--- src/rtl/tmq_pkg.sv ---
// Package for the typed message queue: sizes, status codes, controller states.
// No dependencies.
package tmq_pkg;
  localparam int MaxMessages = 16;
  localparam int IdxW = $clog2(MaxMessages);
  localparam int CntW = $clog2(MaxMessages + 1);
  localparam logic [15:0] LimitReset = 16'd4096;

  typedef enum logic [2:0] {
    ST_OK = 3'd0, ST_DROPPED = 3'd1, ST_INVALID = 3'd2, ST_BLOCK = 3'd3,
    ST_NOSPACE = 3'd4, ST_NOMSG = 3'd5, ST_TOOBIG = 3'd6
  } status_t;

  typedef enum logic [2:0] {
    S_IDLE, S_SEND, S_WALK, S_CHECK, S_UNLINK, S_DONE
  } state_t;

  typedef enum logic [0:0] {OP_SEND = 1'b0, OP_RECV = 1'b1} op_t;

  typedef struct packed {
    logic [31:0] mtype;
    logic [15:0] size;
    logic [31:0] handle;
  } entry_t;

  typedef struct packed {
    logic            ewe;
    logic [IdxW-1:0] ewaddr;
    entry_t          ewdata;
    logic [IdxW-1:0] eraddr;
    logic            lwe;
    logic [IdxW-1:0] lwaddr;
    logic [IdxW-1:0] lwdata;
    logic [IdxW-1:0] lraddr;
  } mem_req_t;
endpackage

--- src/rtl/tmq_store.sv ---
// Entry and link memories of the typed message queue, with registered reads.
// Depends on tmq_pkg. The link memory is initialized as a free list by a sweep.
module tmq_store (
  input  logic                      clk,
  input  logic                      rst_n,
  input  tmq_pkg::mem_req_t         req,
  output tmq_pkg::entry_t           erdata,
  output logic [tmq_pkg::IdxW-1:0]  lrdata,
  output logic                      init_done
);
  import tmq_pkg::*;
  entry_t          emem [MaxMessages];
  logic [IdxW-1:0] lmem [MaxMessages];
  logic [IdxW-1:0] init_r;
  logic            init_done_r;

  always_ff @(posedge clk) begin
    if (req.ewe) emem[req.ewaddr] <= req.ewdata;
    erdata <= emem[req.eraddr];
  end

  always_ff @(posedge clk) begin
    if (!init_done_r) begin
      lmem[init_r] <= (32'(init_r) + 1 < MaxMessages) ? init_r + IdxW'(1) : '0;
    end else if (req.lwe) begin
      lmem[req.lwaddr] <= req.lwdata;
    end
    lrdata <= lmem[req.lraddr];
  end

  always_ff @(posedge clk) begin
    if (!rst_n) begin
      init_r <= '0;
      init_done_r <= 1'b0;
    end else if (!init_done_r) begin
      init_r <= init_r + IdxW'(1);
      if (32'(init_r) == MaxMessages - 1) init_done_r <= 1'b1;
    end
  end
  assign init_done = init_done_r;
endmodule

--- src/rtl/typed_message_queue.sv ---
// Top level of the typed message queue: handshake, controller, config register.
// Depends on tmq_pkg and tmq_store.
// channel | direction | ports
// in      | input     | in_valid, in_stall, in_operation .. in_no_error
// out     | output    | out_valid, out_stall, out_status .. out_queued_count
// cfg     | APB write | psel, penable, pwrite, paddr, pwdata, prdata, pready
// A send passes through S_SEND. A receive alternates S_WALK and S_CHECK for each
// entry walked, with one link-memory read per step of the walk; a match goes on to
// S_UNLINK, and a delivered one to S_DONE. With no match the walk ends in S_WALK.
// After reset a sweep over all link entries chains the free list; no item is taken until then.
// A result waits in the output register; the next item is taken once it is gone.
module typed_message_queue (
  input  logic        clk,
  input  logic        rst_n,
  input  logic        in_valid,
  output logic        in_stall,
  input  logic        in_operation,
  input  logic signed [31:0] in_msg_type,
  input  logic signed [31:0] in_select_type,
  input  logic [15:0] in_length,
  input  logic [31:0] in_payload_handle,
  input  logic        in_no_error,
  output logic        out_valid,
  input  logic        out_stall,
  output logic [2:0]  out_status,
  output logic signed [31:0] out_out_type,
  output logic [16:0] out_out_length,
  output logic [31:0] out_out_handle,
  output logic [15:0] out_queued_bytes,
  output logic [4:0]  out_queued_count,
  input  logic        psel,
  input  logic        penable,
  input  logic        pwrite,
  input  logic        paddr,
  input  logic [31:0] pwdata,
  output logic [31:0] prdata,
  output logic        pready
);
  import tmq_pkg::*;

  state_t state_r, state_nxt;
  mem_req_t req;
  entry_t erdata;
  logic [IdxW-1:0] lrdata;
  logic init_done;

  logic [15:0] limit_r;
  logic [IdxW-1:0] head_r, tail_r, free_r, cur_r, prev_r;
  logic [CntW-1:0] count_r, k_r;
  logic [15:0] bytes_r;
  logic have_prev_r;
  logic noerr_r;
  logic signed [31:0] mtype_r, sel_r;
  logic [15:0] len_r;
  logic [31:0] hdl_r;
  logic out_valid_r;
  logic [2:0] st_r;
  logic [31:0] otype_r, ohdl_r;
  logic [16:0] olen_r;

  tmq_store u_store (.clk, .rst_n, .req, .erdata, .lrdata, .init_done);

  assign pready = 1'b1;
  assign prdata = paddr ? 32'd0 : {16'd0, limit_r};
  always_ff @(posedge clk) begin
    if (!rst_n) limit_r <= LimitReset;
    else if (psel && penable && pwrite && !paddr) limit_r <= pwdata[15:0];
  end

  wire accept = in_valid && !in_stall;
  assign in_stall = !(state_r == S_IDLE && init_done && !out_valid_r);

  logic sel_hit;
  logic signed [32:0] t33, s33;
  always_comb begin
    t33 = {erdata.mtype[31], erdata.mtype};
    s33 = {sel_r[31], sel_r};
    if (sel_r == 0) sel_hit = 1'b1;
    else if (!sel_r[31]) sel_hit = (t33 == s33);
    else sel_hit = (t33 <= -s33);
  end

  wire [16:0] sum17 = {1'b0, bytes_r} + {1'b0, len_r};
  wire send_ok = (len_r <= limit_r) && (sum17 <= {1'b0, limit_r})
                 && (32'(count_r) < MaxMessages);

  always_comb begin
    state_nxt = state_r;
    unique case (state_r)
      S_IDLE: if (accept) state_nxt = (in_operation == OP_RECV) ? S_WALK : S_SEND;
      S_SEND: state_nxt = S_IDLE;
      S_WALK: state_nxt = (k_r >= count_r) ? S_IDLE : S_CHECK;
      S_CHECK: state_nxt = sel_hit ? S_UNLINK : S_WALK;
      S_UNLINK: state_nxt = (st_r == ST_OK) ? S_DONE : S_IDLE;
      S_DONE: state_nxt = S_IDLE;
      default: state_nxt = S_IDLE;
    endcase
  end

  always_comb begin
    req = '0;
    req.eraddr = cur_r;
    req.lraddr = cur_r;
    unique case (state_r)
      S_SEND: begin
        req.lraddr = free_r;
        req.ewe = send_ok;
        req.ewaddr = free_r;
        req.ewdata = '{mtype: mtype_r, size: len_r, handle: hdl_r};
        req.lwe = send_ok && (count_r != '0);
        req.lwaddr = tail_r;
        req.lwdata = free_r;
      end
      S_UNLINK: begin
        req.lwe = have_prev_r && (st_r == ST_OK);
        req.lwaddr = prev_r;
        req.lwdata = lrdata;
      end
      S_DONE: begin
        req.lwe = 1'b1;
        req.lwaddr = cur_r;
        req.lwdata = free_r;
      end
      default: ;
    endcase
    if (state_r == S_IDLE && accept) req.lraddr = free_r;
  end

  logic [IdxW-1:0] nxt_cur_r;
  always_ff @(posedge clk) begin
    if (!rst_n) begin
      state_r <= S_IDLE;
      head_r <= '0; tail_r <= '0; free_r <= '0;
      count_r <= '0; bytes_r <= '0;
      out_valid_r <= 1'b0;
    end else begin
      state_r <= state_nxt;
      if (out_valid_r && !out_stall) out_valid_r <= 1'b0;
      unique case (state_r)
        S_IDLE: if (accept) begin
          noerr_r <= in_no_error;
          mtype_r <= in_msg_type; sel_r <= in_select_type;
          len_r <= in_length; hdl_r <= in_payload_handle;
          cur_r <= head_r; k_r <= '0; have_prev_r <= 1'b0; prev_r <= '0;
        end
        S_SEND: begin
          otype_r <= '0; olen_r <= '0; ohdl_r <= '0;
          out_valid_r <= 1'b1;
          if (len_r > limit_r) st_r <= noerr_r ? ST_DROPPED : ST_INVALID;
          else if (sum17 > {1'b0, limit_r}) st_r <= ST_BLOCK;
          else if (32'(count_r) >= MaxMessages) st_r <= ST_NOSPACE;
          else begin
            st_r <= ST_OK;
            free_r <= lrdata;
            if (count_r == 0) head_r <= free_r;
            tail_r <= free_r;
            count_r <= count_r + CntW'(1);
            bytes_r <= sum17[15:0];
          end
        end
        S_WALK: if (k_r >= count_r) begin
          st_r <= ST_NOMSG; otype_r <= '0; olen_r <= '0; ohdl_r <= '0;
          out_valid_r <= 1'b1;
        end
        S_CHECK: begin
          nxt_cur_r <= lrdata;
          if (sel_hit) begin
            if (erdata.size > len_r && !noerr_r) begin
              st_r <= ST_TOOBIG;
              otype_r <= '0; olen_r <= '0; ohdl_r <= '0;
            end else begin
              st_r <= ST_OK;
              otype_r <= erdata.mtype; ohdl_r <= erdata.handle;
              olen_r <= 17'd4 + {1'b0, (erdata.size <= len_r) ? erdata.size : len_r};
              bytes_r <= (bytes_r >= erdata.size) ? bytes_r - erdata.size : '0;
            end
          end else begin
            prev_r <= cur_r; have_prev_r <= 1'b1;
            cur_r <= lrdata; k_r <= k_r + CntW'(1);
          end
        end
        S_UNLINK: begin
          if (st_r == ST_OK) begin
            count_r <= count_r - CntW'(1);
            if (count_r == CntW'(1)) begin
              head_r <= '0; tail_r <= '0;
            end else begin
              if (!have_prev_r) head_r <= nxt_cur_r;
              if (tail_r == cur_r) tail_r <= prev_r;
            end
          end else begin
            out_valid_r <= 1'b1;
          end
        end
        S_DONE: begin
          free_r <= cur_r;
          out_valid_r <= 1'b1;
        end
        default: ;
      endcase
    end
  end

  assign out_valid = out_valid_r;
  assign out_status = st_r;
  assign out_out_type = otype_r;
  assign out_out_length = olen_r;
  assign out_out_handle = ohdl_r;
  assign out_queued_bytes = bytes_r;
  assign out_queued_count = count_r;
endmodule

--- config.mk ---
export PLATFORM = sky130hd
export DESIGN_NAME = typed_message_queue
export DESIGN_NICKNAME = d
export VERILOG_FILES = /design/src/rtl/tmq_pkg.sv /design/src/rtl/tmq_store.sv /design/src/rtl/typed_message_queue.sv
export SDC_FILE = /design/constraint.sdc
export NUM_CORES = 2
export LEC_CHECK = 0
export BUFFER_PORTS_ARGS = -buffer_cell sky130_fd_sc_hd__buf_2
export CAP_MARGIN = 20
export CORE_ASPECT_RATIO = 1.25
export CORE_MARGIN = 4
export CORE_UTILIZATION = 45
export DETAILED_ROUTE_END_ITERATION = 8
export GPL_TIMING_DRIVEN = 0
export HOLD_SLACK_MARGIN = 0.15
export PLACE_DENSITY = 0.67
export SYNTH_ARGS = -nofsm -noshare
export SYNTH_HDL_FRONTEND = slang
export SYNTH_SLANG_ARGS = --single-unit
export TNS_END_PERCENT = 10
--- constraint.sdc ---
create_clock -name clk -period 14.75 [get_ports clk]
set_input_delay 3.6875 -clock clk [delete_from_list [all_inputs] [get_ports clk]]
set_output_delay 3.6875 -clock clk [all_outputs]
set_load 0.05 [all_outputs]
Yosys cells after proc, flatten, opt, wreduce, memory -nomap -nowiden
Memory sizes are Yosys's and may differ from the RTL's. A register that Yosys moved wholly into a read port is not among the register bits. Cells that the tools add are included.

Register bits after elaboration: 273. Bits in latches: 0. RAM bits: 1344. Bits in read-only memories: 0. Bits of input ports: 154. Output and inout bits: 140. Word-level logic and storage cells: 199. Memories kept: 2.

Add/sub/neg operators: 9. Multiply operators: 0. Div/mod/pow operators: 0. Order comparisons: 12. Equality and inequality tests: 21. Shift-type cells: 0. Mux-type cells: 92. Bitwise operators: 0. Reduce and logical (&&, ||, !) cells: 39.

Memories: u_store.emem (depth 16, width 80, read ports 1, clocked after memory_dff 1, wr ports 1, line tmq_store.sv:12) `entry_t emem [MaxMessages];`; u_store.lmem (depth 16, width 4, read ports 1, clocked after memory_dff 1, wr ports 1, line tmq_store.sv:13) `logic [IdxW-1:0] lmem [MaxMessages];`.

Operator list (number): case mux 32 bit (3 select lines) (2); two-way mux 32 bit (5); two-way mux 16 bit (8); two-way mux 4 bit (25); two-way mux 85 bit (1); two-way mux 17 bit (3); case mux 17 bit (3 select lines) (1); case mux 4 bit (2 select lines) (5); <= comparator 32 x 33 -> 1 bit (1); negator 32 -> 33 bit (1); equality test 32 bit (1); greater-than comparator 16 bit (2); <= comparator 16 bit (2); zero test 32 bit (1); less-than comparator 32 x 5 -> 1 bit, second input constant (1); case mux 16 bit (2 select lines) (1); two-way mux 5 bit (6); two-way mux 3 bit (9); case mux 9 bit (3 select lines) (1); != test 2 bit, second input constant (10); case mux 5 bit (2 select lines) (2); adder 16 x 16 -> 17 bit (1); adder 3 x 16 -> 17 bit, first input constant (1); greater-than comparator 17 x 16 -> 1 bit (1); other kinds (38) (82).

Logic depth before layout (Yosys ltp)
Word-level depth: 11. Depth in mapped cells: 20. Gate-level depth less buffers: 18.

Cells and area by module
A second synthesis with hierarchy kept.

Cells, all modules: 3708. Area total of the unflattened synthesis: 67823.8 µm².

Modules (own cells, without submodules): tmq_store (times used 1, cells each 2235, area each 52397.8 µm², sequential area each 42140.4 µm²); typed_message_queue (times used 1, cells each 1473, area each 15426.0 µm², sequential area each 7517.2 µm²).

Worst setup path before layout
No wires, ideal clock.

Kind: register to register. Start: register sel_r[2]. End: register ohdl_r[0] (netlist: out_out_handle[0]) (enable). Arrival time: 12.599 ns. Slack: 1.388 ns. Cell stages (with the launch flop): 17. Path buffers: 0. Period minus slack after synthesis: 13.362 ns. Cell sequence: edfxtp_1 > or4_4 > or4_4 > nor4_4 > nand2_2 > or3_1 > nor4_2 > xor2_1 > ha_1 > nand3_1 > o21ai_0 > o221ai_1 > o211ai_1 > o31ai_1 > a31oi_1 > nor2_1 > nor4b_1.

Longest elaborated chain between the ends: 6. Elaborated cells on any way between the ends: 8. Those cells by class: add/sub (1); order compare (1); eq/ne (2); mux (2); reduce/logical (2).

Ends and longest elaborated chain: from (decl) (line typed_message_queue.sv:53) `logic signed [31:0] mtype_r, sel_r;`; from (signal assigned) (line typed_message_queue.sv:142) `mtype_r <= in_msg_type; sel_r <= in_select_type;`; negator 32 -> 33 bit (line typed_message_queue.sv:80) `else sel_hit = (t33 <= -s33);`; <= comparator 32 x 33 -> 1 bit (line typed_message_queue.sv:80); two-way mux 1 bit (line typed_message_queue.sv:79) `else if (!sel_r[31]) sel_hit = (t33 == s33);`; two-way mux 1 bit (*) (line typed_message_queue.sv:78) `if (sel_r == 0) sel_hit = 1'b1;`; != test 2 bit (no source line) (*); AND reduction 4 bit (no source line) (*); to (signal assigned) (line typed_message_queue.sv:173) `otype_r <= erdata.mtype; ohdl_r <= erdata.handle;`; to (decl) (line typed_message_queue.sv:58) `logic [31:0] otype_r, ohdl_r;`.

Mark *: on every way between the ends. The rest lies on a longest branch, timed or not. A chain may end at the register's enable or synchronous reset.

Final worst setup path
Start: input paddr. End: output prdata[11].

Longest elaborated chain between the ends: 1.

Ends and longest elaborated chain: from (decl) (line typed_message_queue.sv:34) `input logic paddr,`; two-way mux 16 bit (line typed_message_queue.sv:64) `assign prdata = paddr ? 32'd0 : {16'd0, limit_r};`; to (decl) (line typed_message_queue.sv:36) `output logic [31:0] prdata,`.

Every way passes these cells.

==> reports/qor.csv <==
metric;value;unit
placementRows;159;
insertion_delay;800;ps
fmax;120;MHz
finalPower;0.00936;W
start_util;45.3;%
layout_worst_path_cycle_share;56.6;%
setup_viol;0;
first_global_vias;36800;
post-route-util;53.0;%
required;11060;ps
worst_pin_slew;1090;ps
p_leak;28.6;nW
grt_usage;22.1;%
postCtsSetupRepairBufs;0;
fp.dieH;443;um
fp.dieArea;158000;um2
synth.avg_cell_area;19.3;um2
ios;294;
drc;0;
fillerInstances;11600;
arrival;4660;ps
h-tree-depth;4;
ir_worst_vdd;0.000132;V
timing.final.hold_violations;0;
cp_max_fo;10;
post-dp-hpwl;116;mm
via_per_inst;5.70;
whs;453;ps
synth-edff-count;1559;
dp_cells;5932;
final_cells;6257;
critPathLaunchType;primary input;
slew_violations;0;
layout_setup_ws;6400;ps
finalClockSkew;23.2;ps
cts_hold_buf;0;
numCtsBuffers;164;
vias;35700;
cts_buffer_depth;3;
ys_warn_count;0;
reg2reg_depth;22;
drv_cap;0;
fin_crit;8350;ps
path_cells;clkbuf_1, clkbuf_1, nor2_1, buf_2;
drive_gt1_share;27.0;%
syn_inst;3528;
crit_start;paddr;
reg2reg_from;len_r[0]$_DFFE_PP_;
synth_cell_types;84;
ff_latch_area;49700;um2
power_per_cell_area;118;nW/um2
wirelength;174;mm
final_nets;4392;
cts_resized;0;
rsz0062_at_grt;no;
clkTransAtPathRegs;60;ps
netlist_area;68000;um2
status;complete, no violations;
timing.critical_path.mode_cell;clkbuf_1;
ys_ff_latch;1701;
drtAntennaViolNets;0;
chipWidth;356;um
hp-class;reg -> reg;
grt_pass1_wl;252;mm
crit_cells;4;
ys_async_sr_fraction;0;%
grt_overflow_total;0;
grt_max_degree;22;
pre_cts_slack;6420;ps
min_from;limit_r[15]$_SDFFE_PN0P_;
path_delay_family;buffers and inverters;
multi_input_area;17600;um2
synth_top_flop_cell;edfxtp_1;
io_buffer_count;259;
cts_tree;done;
critPathBufInv;3;
crit_type;in -> out;
crit_end;prdata[11];
r2r_end;u_store.emem[14][57]$_DFFE_PP_;
slowest_stage;clkbuf_1;
drt_iter0_drc;3922;
r2r_slack;7560;ps
syn_to_final_growth;17.1;%
antenna_found_initial;9;
avgRoutedWirePerCell;27.7;um
end_kind;primary output;
core_area;150000;um2
place.gp.congestion;0.864;
first_pass_iters;5;
seq_area_frac_synth;73.0;%
cts.sinks;1701;
clockRootBuffer;clkbuf_16;
slew_headroom;27.0;%
max_stage_delay;410;ps
power by group:
| part | internal (W) | switching, W | leakage [nW] |
|---|---|---|---|
| Combinational | 0.0000257 | 0.0000432 | 8.99 |
| Sequential | 0.00520 | 0.00000274 | 17.1 |
| Clock | 0.00229 | 0.00180 | 2.53 |
logic make-up after synthesis:
group                      Yosys count  synth area share, %
muxes                              453                 14.3
other                                2               0.0110
AOI/OAI and AO/OA                  269                 2.70
xor gates and xnor gates           105                 1.35
buffers and inverters              248                 1.51
adders and majority gates          127                 2.36
and+or+nand+nor                    623                 4.75
DFF                               1701                 73.0
worst register-to-register path, delay by kind of cell, from the launching register on:
family                     cells  cell delay [ps]
AOI/OAI and AO/OA              6             2220
DFF                            1              560
buffers and inverters          5             1180
adders and majority gates      3             1040
and+or+nand+nor                7             1610
xor gates and xnor gates       1              260
cells in the mapped netlist (3+ instances only):
cell type	count	share of area, %
nand3_1	25	0.18
xor2_1	44	0.57
a41oi_1	3	0.039
mux2i_1	29	0.43
buf_4	18	0.20
ha_1	125	2.3
o21a_1	7	0.077
clkbuf_1	99	0.55
a22oi_1	23	0.25
and3_1	12	0.11
nor4_1	11	0.10
buf_6	3	0.050
o21bai_1	5	0.055
a31oi_1	8	0.074
mux4_2	416	14
nand4_1	29	0.27
a211oi_1	25	0.28
nor3b_1	4	0.044
o211ai_1	4	0.044
nand3b_1	6	0.066
a31o_2	3	0.039
nor3_1	30	0.22
a21o_1	15	0.17
or3_1	10	0.092
nor2b_1	19	0.17
nand2_1	120	0.66
nor2_1	170	0.94
dfxtp_1	142	4.2
edfxtp_1	1559	69
a211oi_2	10	0.18
a32oi_1	4	0.051
xnor2_1	61	0.79
inv_1	80	0.44
o21ai_0	40	0.29
nand4b_1	4	0.051
buf_1	43	0.24
a21oi_1	87	0.64
mux2_2	7	0.12
and2_1	148	1.4
buf_2	4	0.029
nand2b_1	11	0.10
or4_1	4	0.044
o31ai_1	7	0.077
sequential cells by signal, summed over array words and instances (netlist names), 5 cells and up:
signal / cells
mtype_r: 32
hdl_r: 32
u_store.emem: 1280
sel_r: 32
out_out_type: 32
out_out_length: 17
out_out_handle: 32
out_queued_bytes: 16
limit_r: 16
out_queued_count: 5
len_r: 16
u_store.lmem: 64
u_store.erdata: 80
k_r: 5
cell usage in the layout (no fill, tap or decap), types with 15 or more instances in the layout:
cell       count
buf_4         36
buf_8         36
a211oi_1      25
ha_1         125
o21ai_0       40
and2_1       148
inv_1         80
clkinv_2      20
clkbuf_16    169
mux2i_1       29
nor2_1       154
xnor2_1       61
nor3_1        29
a22oi_1       23
clkinv_1      26
nand2_1      120
clkbuf_1     133
nor2b_1       19
a21o_1        15
xor2_1        44
clkbuf_8      15
buf_12        52
nand4_1       29
buf_1         43
buf_2        263
buf_6         25
nor2_4        16
nand3_1       25
mux4_2       416
buf_16        15
dfxtp_1      142
conb_1        17
edfxtp_1    1559
a21oi_1       87
metal layers:
metal | part of all wire, % | track usage, % | wire, um
met1 | 39 | 29.3 | 67900
met2 | 51 | 37.8 | 88100
met3 | 7.5 | 3.78 | 13000
met4 | 2.6 | 6.29 | 4500
met5 | 0.0075 | 0 | 13
how the worst min path moves through the flow:
stage / slack [ps] / cells after the start / end
finish: 450 / 2 / limit_r[15]$_SDFFE_PN0P_
global route: 470 / 2 / limit_r[8]$_SDFFE_PN0P_
CTS: 450 / 2 / limit_r[10]$_SDFFE_PN0P_
detailed placement: 450 / 2 / limit_r[10]$_SDFFE_PN0P_
global placement: 440 / 2 / limit_r[11]$_SDFFE_PN0P_
floorplan: 440 / 2 / limit_r[10]$_SDFFE_PN0P_
layout make-up:
class	instances	area share, %
buffer	167	0.910
antenna	1	0.00314
clock inverter	79	0.811
inverter	81	0.382
sequential	1701	62.3
clock buffer	220	5.74
multi-input combinational	1594	22.0
tap	2012	3.16
timing repair buffer	402	4.61
per-stage QoR:
| stage | TNS [ps] | instance area (um2) |
|---|---|---|
| after global routing | 0 | 79700 |
| after detailed placement | 0 | 74100 |
| final | 0 | 79700 |
| after floorplan | 0 | 68100 |
| after CTS | 0 | 79300 |
| after global placement | -1371230 | 71900 |
No activity file was read; power rests on OpenSTA's default activity.
